### src/rtl/pdaf_pkg.sv
package pdaf_pkg;

	localparam int unsigned PIX_W          = 8;
	localparam int unsigned FIFO_DEPTH_DEF = 8;

	typedef logic [PIX_W-1:0] pix_t;

	// One result waiting for the output port.
	typedef struct packed {
		logic row_end;
		pix_t pixel;
	} result_t;

	// Up to three results produced by one column, in output order.
	typedef struct packed {
		logic [2:0]    vld;
		result_t [2:0] res;
	} push_t;

	function automatic pix_t absdiff(input pix_t a, input pix_t b);
		absdiff = (a > b) ? (a - b) : (b - a);
	endfunction

	function automatic pix_t ravg(input pix_t a, input pix_t b);
		logic [PIX_W:0] sum;
		sum  = {1'b0, a} + {1'b0, b} + {{PIX_W{1'b0}}, 1'b1};
		ravg = sum[PIX_W:1];
	endfunction

	// Gated five-tap smoother: f1/n1 on one side, n2/f2 on the other.
	function automatic pix_t gated_smooth(input pix_t c, input pix_t f1, input pix_t n1,
			input pix_t n2, input pix_t f2, input pix_t lim);
		logic pass;
		pix_t k3;
		pass = (absdiff(c, f1) < lim) && (absdiff(c, n1) < lim) &&
			(absdiff(c, n2) < lim) && (absdiff(c, f2) < lim);
		k3 = ravg(ravg(f1, n1), ravg(f2, n2));
		gated_smooth = pass ? ravg(k3, c) : c;
	endfunction

endpackage

### src/rtl/pdaf_fifo.sv
module pdaf_fifo #(
	parameter int unsigned DEPTH = pdaf_pkg::FIFO_DEPTH_DEF
) (
	input  logic              clk,
	input  logic              arst_n,
	input  logic              push_en,
	input  pdaf_pkg::push_t   push,
	output logic              room,
	output logic              m_tvalid,
	input  logic              m_tready,
	output pdaf_pkg::result_t head
);

	localparam int unsigned PTR_W = $clog2(DEPTH);
	localparam int unsigned CNT_W = $clog2(DEPTH + 1);

	pdaf_pkg::result_t q_mem [DEPTH];
	logic [PTR_W-1:0]  wr_ptr_q, rd_ptr_q;
	logic [CNT_W-1:0]  count_q;
	logic [PTR_W-1:0]  off1, off2;
	logic [CNT_W-1:0]  npush;
	logic              pop;

	assign off1  = PTR_W'(push.vld[0]);
	assign off2  = PTR_W'(push.vld[0]) + PTR_W'(push.vld[1]);
	assign npush = push_en ? (CNT_W'(push.vld[0]) + CNT_W'(push.vld[1]) +
		CNT_W'(push.vld[2])) : '0;
	assign pop      = m_tvalid && m_tready;
	assign m_tvalid = (count_q != '0);
	assign head     = q_mem[rd_ptr_q];
	// three slots must be free before a column may drain into the queue
	assign room     = (count_q <= CNT_W'(DEPTH - 3));

	// compacted write: present results land in consecutive slots
	always_ff @(posedge clk) begin
		if (push_en) begin
			if (push.vld[0]) q_mem[wr_ptr_q]        <= push.res[0];
			if (push.vld[1]) q_mem[wr_ptr_q + off1] <= push.res[1];
			if (push.vld[2]) q_mem[wr_ptr_q + off2] <= push.res[2];
		end
	end

	always_ff @(posedge clk or negedge arst_n) begin
		if (!arst_n) begin
			wr_ptr_q <= '0;
			rd_ptr_q <= '0;
			count_q  <= '0;
		end else begin
			wr_ptr_q <= wr_ptr_q + PTR_W'(npush);
			if (pop) rd_ptr_q <= rd_ptr_q + PTR_W'(1);
			count_q <= count_q + npush - CNT_W'(pop);
		end
	end

endmodule

### src/rtl/postproc_down_across_filter.sv
// Channel | Dir | tdata (low bit up)                                  | tlast
// s_*     | in  | above_far, above_near, center_pixel, below_near,    | last_in_row
//         |     | below_far, flimit (8 bits each, 48 bits)            |
// m_*     | out | pixel_out (8 bits)                                  | row_end
//
// One column is taken per cycle while s_tready is high. Stage 1 registers the
// input and runs the vertical smoother; stage 2 runs the horizontal window
// and drops 0..3 results into a FIFO_DEPTH-entry output queue that drives the
// master port. Each column passes the stage 1, stage 2 and queue registers;
// it comes out two columns later, or at the row's last column, which flushes.
// s_tready falls only when the queue has fewer than three free slots; it does
// not depend on m_tready combinationally. arst_n clears stage valids, the
// window, the limit history, the column count and the queue pointers.
// FIFO_DEPTH must be a power of two, at least 4.
module postproc_down_across_filter #(
	parameter int unsigned FIFO_DEPTH = pdaf_pkg::FIFO_DEPTH_DEF
) (
	input  logic        clk,
	input  logic        arst_n,
	input  logic        s_tvalid,
	output logic        s_tready,
	input  logic [47:0] s_tdata,   // above_far, above_near, center_pixel, below_near,
	                               // below_far, flimit
	input  logic        s_tlast,   // last_in_row
	output logic        m_tvalid,
	input  logic        m_tready,
	output logic [7:0]  m_tdata,   // pixel_out
	output logic        m_tlast    // row_end
);

	typedef pdaf_pkg::pix_t pix_t;

	// stage 1: raw column
	logic        valid_s1;
	logic [47:0] data_s1;
	logic        last_s1;

	// stage 2: vertical result
	logic valid_s2;
	pix_t x_s2, lim_s2;
	logic last_s2;

	// horizontal state
	pix_t       vert_window_q [4];
	pix_t       limit_delay_q [2];
	logic [1:0] cols_q;

	logic            room;
	logic            take_s2, load_s2, load_s1;
	pix_t            x_v;
	pix_t            win [4];
	pix_t            seq [7];
	pdaf_pkg::push_t push;
	pdaf_pkg::result_t head;

	assign take_s2  = valid_s2 && room;
	assign load_s2  = !valid_s2 || take_s2;
	assign load_s1  = !valid_s1 || load_s2;
	assign s_tready = load_s1;

	// vertical pass on the registered column
	assign x_v = pdaf_pkg::gated_smooth(data_s1[23:16], data_s1[7:0], data_s1[15:8],
		data_s1[31:24], data_s1[39:32], data_s1[47:40]);

	always_ff @(posedge clk or negedge arst_n) begin
		if (!arst_n) begin
			valid_s1 <= 1'b0;
			valid_s2 <= 1'b0;
		end else begin
			if (load_s1) valid_s1 <= s_tvalid;
			if (load_s2) valid_s2 <= valid_s1;
		end
	end

	always_ff @(posedge clk) begin
		if (load_s1 && s_tvalid) begin
			data_s1 <= s_tdata;
			last_s1 <= s_tlast;
		end
		if (load_s2 && valid_s1) begin
			x_s2    <= x_v;
			lim_s2  <= data_s1[47:40];
			last_s2 <= last_s1;
		end
	end

	// first column of a row fills the window (left-edge replication);
	// right edge replicates the newest column
	always_comb begin
		for (int i = 0; i < 4; i++) begin
			win[i] = (cols_q == 2'd0) ? x_s2 : vert_window_q[i];
			seq[i] = win[i];
		end
		seq[4] = x_s2;
		seq[5] = x_s2;
		seq[6] = x_s2;
	end

	always_comb begin
		push.vld[0] = (cols_q == 2'd2);
		push.vld[1] = last_s2 && (cols_q != 2'd0);
		push.vld[2] = last_s2;
		push.res[0].pixel = pdaf_pkg::gated_smooth(seq[2], seq[0], seq[1], seq[3], seq[4],
			limit_delay_q[0]);
		push.res[0].row_end = 1'b0;
		push.res[1].pixel = pdaf_pkg::gated_smooth(seq[3], seq[1], seq[2], seq[4], seq[5],
			limit_delay_q[1]);
		push.res[1].row_end = 1'b0;
		push.res[2].pixel = pdaf_pkg::gated_smooth(seq[4], seq[2], seq[3], seq[5], seq[6],
			lim_s2);
		push.res[2].row_end = 1'b1;
	end

	always_ff @(posedge clk or negedge arst_n) begin
		if (!arst_n) begin
			for (int i = 0; i < 4; i++) vert_window_q[i] <= '0;
			limit_delay_q[0] <= '0;
			limit_delay_q[1] <= '0;
			cols_q           <= 2'd0;
		end else if (take_s2) begin
			for (int i = 0; i < 3; i++) vert_window_q[i] <= win[i+1];
			vert_window_q[3] <= x_s2;
			limit_delay_q[0] <= limit_delay_q[1];
			limit_delay_q[1] <= lim_s2;
			priority if (last_s2) cols_q <= 2'd0;
			else if (cols_q == 2'd2) cols_q <= 2'd2;
			else cols_q <= cols_q + 2'd1;
		end
	end

	pdaf_fifo #(
		.DEPTH(FIFO_DEPTH)
	) u_fifo (
		.clk     (clk),
		.arst_n  (arst_n),
		.push_en (take_s2),
		.push    (push),
		.room    (room),
		.m_tvalid(m_tvalid),
		.m_tready(m_tready),
		.head    (head)
	);

	assign m_tdata = head.pixel;
	assign m_tlast = head.row_end;

endmodule

### config.mk
export PLATFORM = sky130hd
export DESIGN_NAME = postproc_down_across_filter
export DESIGN_NICKNAME = d
export VERILOG_FILES = /design/src/rtl/pdaf_pkg.sv /design/src/rtl/pdaf_fifo.sv /design/src/rtl/postproc_down_across_filter.sv
export SDC_FILE = /design/constraint.sdc
export NUM_CORES = 1
export LEC_CHECK = 0
export BUFFER_PORTS_ARGS = -buffer_cell sky130_fd_sc_hd__buf_2
export CAP_MARGIN = 10
export CORE_MARGIN = 2
export CORE_UTILIZATION = 59
export DETAILED_ROUTE_END_ITERATION = 8
export PLACE_DENSITY = 0.89
export SLEW_MARGIN = 20
export SYNTH_ARGS = -nofsm -noshare
export SYNTH_HDL_FRONTEND = slang
export SYNTH_SLANG_ARGS = --single-unit
### constraint.sdc
create_clock -name clk -period 7.1 [get_ports clk]
set_input_delay 0.355 -clock clk [delete_from_list [all_inputs] [get_ports clk]]
set_output_delay 0.355 -clock clk [all_outputs]
set_load 0.02 [all_outputs]
==> results by stage <==
STA:
- The normalized max-slew margin is 0.226.
- The setup TNS after final layout is 0 ns.
- Setup repair after global routing left no endpoint under its margin.
- The hold violation total from the final report is 0.
- At the pin with the least slew margin, the transition time is around 1.2 ns.
- The clock period minus worst slack is between 6 and 7 ns.
- On the final layout, the worst clock skew is 0.0155 ns.
- Static timing analysis puts the maximum clock frequency at ~150 MHz.
- The final clock period utilization by the worst path is 0.935.
- The worst setup margin is 0.462 ns.
- The count of endpoints failing setup in the final report is 0.
- The count of pins over their slew limit was 0.

Clock tree:
- TritonCTS created 17 clock buffers.
- The hold buffer count at cts is 0.
- After clock tree synthesis, the clock-pin slew on the worst setup and hold paths is around 0.09 ns.
- The tree is rooted in a sky130_fd_sc_hd__clkbuf_16.
- The number of levels in the clock H-tree is 4.
- The clock sink total is 200.
- At the later pin of the worst-skew pair, clock insertion delay measures 0.48 ns.
- The longest clock path from root to sink contains 2 buffers.
- TritonCTS built the clock tree.

Run:
- The tool flagged a number of max-cap violations equal to 0.

Die:
- The starting density of the core is 0.595.
- The die covers 0.0392 mm2.
- The initialized floorplan defines approximately 70 standard-cell rows.
- In this run the horizontal extent of the chip is approximately 200 um.
- The core region is 0.0373 mm2.
- The number of placed I/O pins is 64.
- The die is a little under 200 um tall.

Synthesis:
- After synthesis, the mean cell area works out to between 8 and 9 um2.
- The number of standard cells after synthesis is between 2000 and 2500.
- The commonest register cell after synthesis is sky130_fd_sc_hd__edfxtp_1.
- The synthesis warning total is 0.
- The synthesized design contains between 100 and 150 enable-type register cells.
- Of all flip-flops after synthesis, the portion carrying an async set or reset was 0.310.
- The number of nets in the synthesized netlist is 2895.
- In this run, synthesis produced a sequential element count of 200.
- The sequential fraction of the synthesis area is 0.253.
- The number of different library cells used by synthesis comes to 92.
- The combined area of all synthesized cells is around 0.022 mm2.

Global route:
- The wire length of the first global-routing pass is ~110000 um.
- The largest net degree at the start of global routing is between 60 and 70.
- The initial antenna violation count is 0.
- The number of global-route vias before repair is approximately 20000.
- Global routing finished with a remaining overflow of 0.
- The total routing usage reported by global routing is 0.352.

Drt:
- The remaining antenna violation count is 0.
- The number of vias in the routed layout is between 20000 and 25000.
- The number of vias per cell is 6.62.
- The total routed wirelength is 68700 um.
- After detailed routing, the number of remaining DRC violations is 0.
- After detailed routing, the average wire length per cell comes to around 23 um.
- In this run, the number of DRC markers left after iteration 0 of detailed routing was 2385.
- The first TritonRoute pass finished after 8 iterations.

Placement:
- The count of input and output buffers is 63.
- The congestion estimate from routability-driven global placement came to around 1.
- The total placed instance area is 0.0232 mm2.
- The HPWL reported at the end of detailed placement is about 52000 um.
- The post-place setup slack is 0.399 ns.

Finish:
- The number of antenna diodes in the final layout is 0.
- The final core area utilization is 0.641.
- The proportion of layout cells with a drive suffix above 1 is 0.106.
- Leaving out fill and tap cells, the most frequent cell in the layout is sky130_fd_sc_hd__ha_1.
- After the last flow step, the layout net total stands at about 3000.
- Counting the fill cells in the layout gives about 3000.
- Compared with the post-synthesis result, the final layout area differs by 7.71%.
- The top cell types in the final layout, fill and taps aside, are sky130_fd_sc_hd__ha_1, sky130_fd_sc_hd__nand2_1, sky130_fd_sc_hd__inv_1.
- Once layout is done, the placed cells without fillers occupy 0.0239 mm2.

Critical path:
- In this run the worst path has a maximum fanout of 12.
- By startpoint and endpoint, the worst setup path is classified as register to register.
- The critical path startpoint category is a register.
- The slack of the worst reg-to-reg path is approximately 0.46 ns.
- For the worst setup path, the data arrival time is between 6 and 7 ns.
- STA puts the critical path data required time at between 7 and 8 ns.
- The nature of the critical path endpoint is a register.

Outcome:
- The flow ran to the end, and the final reports show no timing, DRC or antenna violations.

Min path:
- The min-delay analysis places its worst path in the category primary input to register.
[logic make-up after synthesis]
group                      Yosys count  synth area share
AOI/OAI and AO/OA                  647             0.180
and+or+nand+nor                    632             0.136
adders and majority gates          370             0.221
buffers and inverters              280            0.0497
DFF                                200             0.253
xor gates and xnor gates           173            0.0683
muxes                              172            0.0917
[area by class of cell]
| class | instances | area (um2) | area share |
|---|---|---|---|
| inverters | 198 | 743 | 0.0311 |
| repair buffers | 127 | 796 | 0.0333 |
| clock buffers | 17 | 425 | 0.0178 |
| well taps | 474 | 593 | 0.0248 |
| flip-flops and latches | 200 | 5620 | 0.235 |
| multi-input cells | 1994 | 15500 | 0.649 |
| clock inverters | 15 | 224 | 0.00937 |
[path summary, 6_finish.rpt]
check,startpoint,to,cells past startpoint
worst min register to register,last_s1,last_s2,0
worst max register to register,cols_q[0],u_fifo.q_mem[5][7],24
worst max-delay path,cols_q[0],u_fifo.q_mem[5][7],24
min in group asynchronous,arst_n,limit_delay_q[5],2
max in group asynchronous,arst_n,valid_s2,2
worst min-delay path,s_tdata[23],data_s1[23],1
[cells in the mapped netlist, drive strengths merged, types with 4 or more instances]
cell type	n	area share
ha	330	0.19
nand2	203	0.034
inv	198	0.033
a21oi	193	0.044
o21ai	191	0.043
nor2	175	0.030
edfxtp	130	0.18
xnor2	107	0.042
mux2i	102	0.047
xor2	66	0.026
dfrtp	62	0.070
a21o	60	0.020
clkbuf	54	0.0091
mux2	52	0.026
nand2b	47	0.014
nand3	42	0.0095
fa	38	0.034
nor2b	35	0.010
o21bai	29	0.0098
buf	28	0.0071
nor3	27	0.0065
o22ai	27	0.0076
o21a	22	0.0074
mux4	18	0.018
nand4	18	0.0051
o31ai	15	0.0053
a21boi	14	0.0047
a31oi	14	0.0039
nor3b	13	0.0044
or3	13	0.0037
a211oi	12	0.0041
nor4	12	0.0034
and2	10	0.0029
o211ai	10	0.0034
and3	9	0.0025
dfxtp	8	0.0072
a22o	7	0.0028
nand3b	7	0.0024
a221oi	6	0.0024
o311ai	5	0.0020
o31a	5	0.0020
or2	5	0.0014
a211o	4	0.0016
and4	4	0.0016
[sequential cells by signal, summed over array words and instances, names as in the netlist]
register / cells
valid_s1: 1
last_s2: 1
u_fifo.count_q: 4
limit_delay_q: 16
vert_window_q: 32
data_s1: 48
cols_q: 2
valid_s2: 1
x_s2: 8
lim_s2: 8
last_s1: 1
u_fifo.q_mem: 72
u_fifo.wr_ptr_q: 3
u_fifo.rd_ptr_q: 3
[metrics by stage]
stage               hold WS [ns]  cells
floorplan                 0.0594   2474
global placement           0.409   2991
detailed placement         0.405   2991
CTS                       0.0447   3023
global route              0.0500   3025
finish                    0.0509   3025
[metal layers]
metal  part of all wire  global-route usage  wire (um)  vias to the layer above
li1                   -                   -          -                     8971
met1               0.37               0.426      25700                     9435
met2               0.45               0.568      31100                     1271
met3               0.11              0.0882       7510                      352
met4              0.063               0.209       4360                        0
met5                  0                   0          0                        -
[worst max-delay path, cell delays in order, from the launching register on]
cell                       delay (ns)
sky130_fd_sc_hd__dfrtp_1         0.36
sky130_fd_sc_hd__inv_1           0.15
sky130_fd_sc_hd__ha_4            0.29
sky130_fd_sc_hd__buf_4           0.26
sky130_fd_sc_hd__mux2i_2         0.49
sky130_fd_sc_hd__inv_1           0.36
sky130_fd_sc_hd__ha_2            0.60
sky130_fd_sc_hd__nor4bb_1        0.44
sky130_fd_sc_hd__nand2_1         0.10
sky130_fd_sc_hd__nor2_1          0.21
sky130_fd_sc_hd__nor3b_1         0.10
sky130_fd_sc_hd__a21oi_2         0.23
sky130_fd_sc_hd__mux2_2          0.37
sky130_fd_sc_hd__xor2_1          0.15
sky130_fd_sc_hd__ha_1            0.31
sky130_fd_sc_hd__a21oi_1         0.07
sky130_fd_sc_hd__o21ai_0         0.18
sky130_fd_sc_hd__nand2_1         0.13
sky130_fd_sc_hd__o21ai_0         0.12
sky130_fd_sc_hd__and4bb_2        0.31
sky130_fd_sc_hd__buf_4           0.19
sky130_fd_sc_hd__o21a_1          0.12
sky130_fd_sc_hd__a21oi_2         0.37
sky130_fd_sc_hd__mux2i_1         0.17
sky130_fd_sc_hd__mux2_2          0.31
[timing repair]
item                       in CTS  in global routing
resized for setup               0                  4
setup endpoints to repair       0                 55
buffers inserted                0                  2
Power is left out: the tool's default activity adds up to more than one toggle a clock period on the data nets, which glitch-free logic cannot reach.
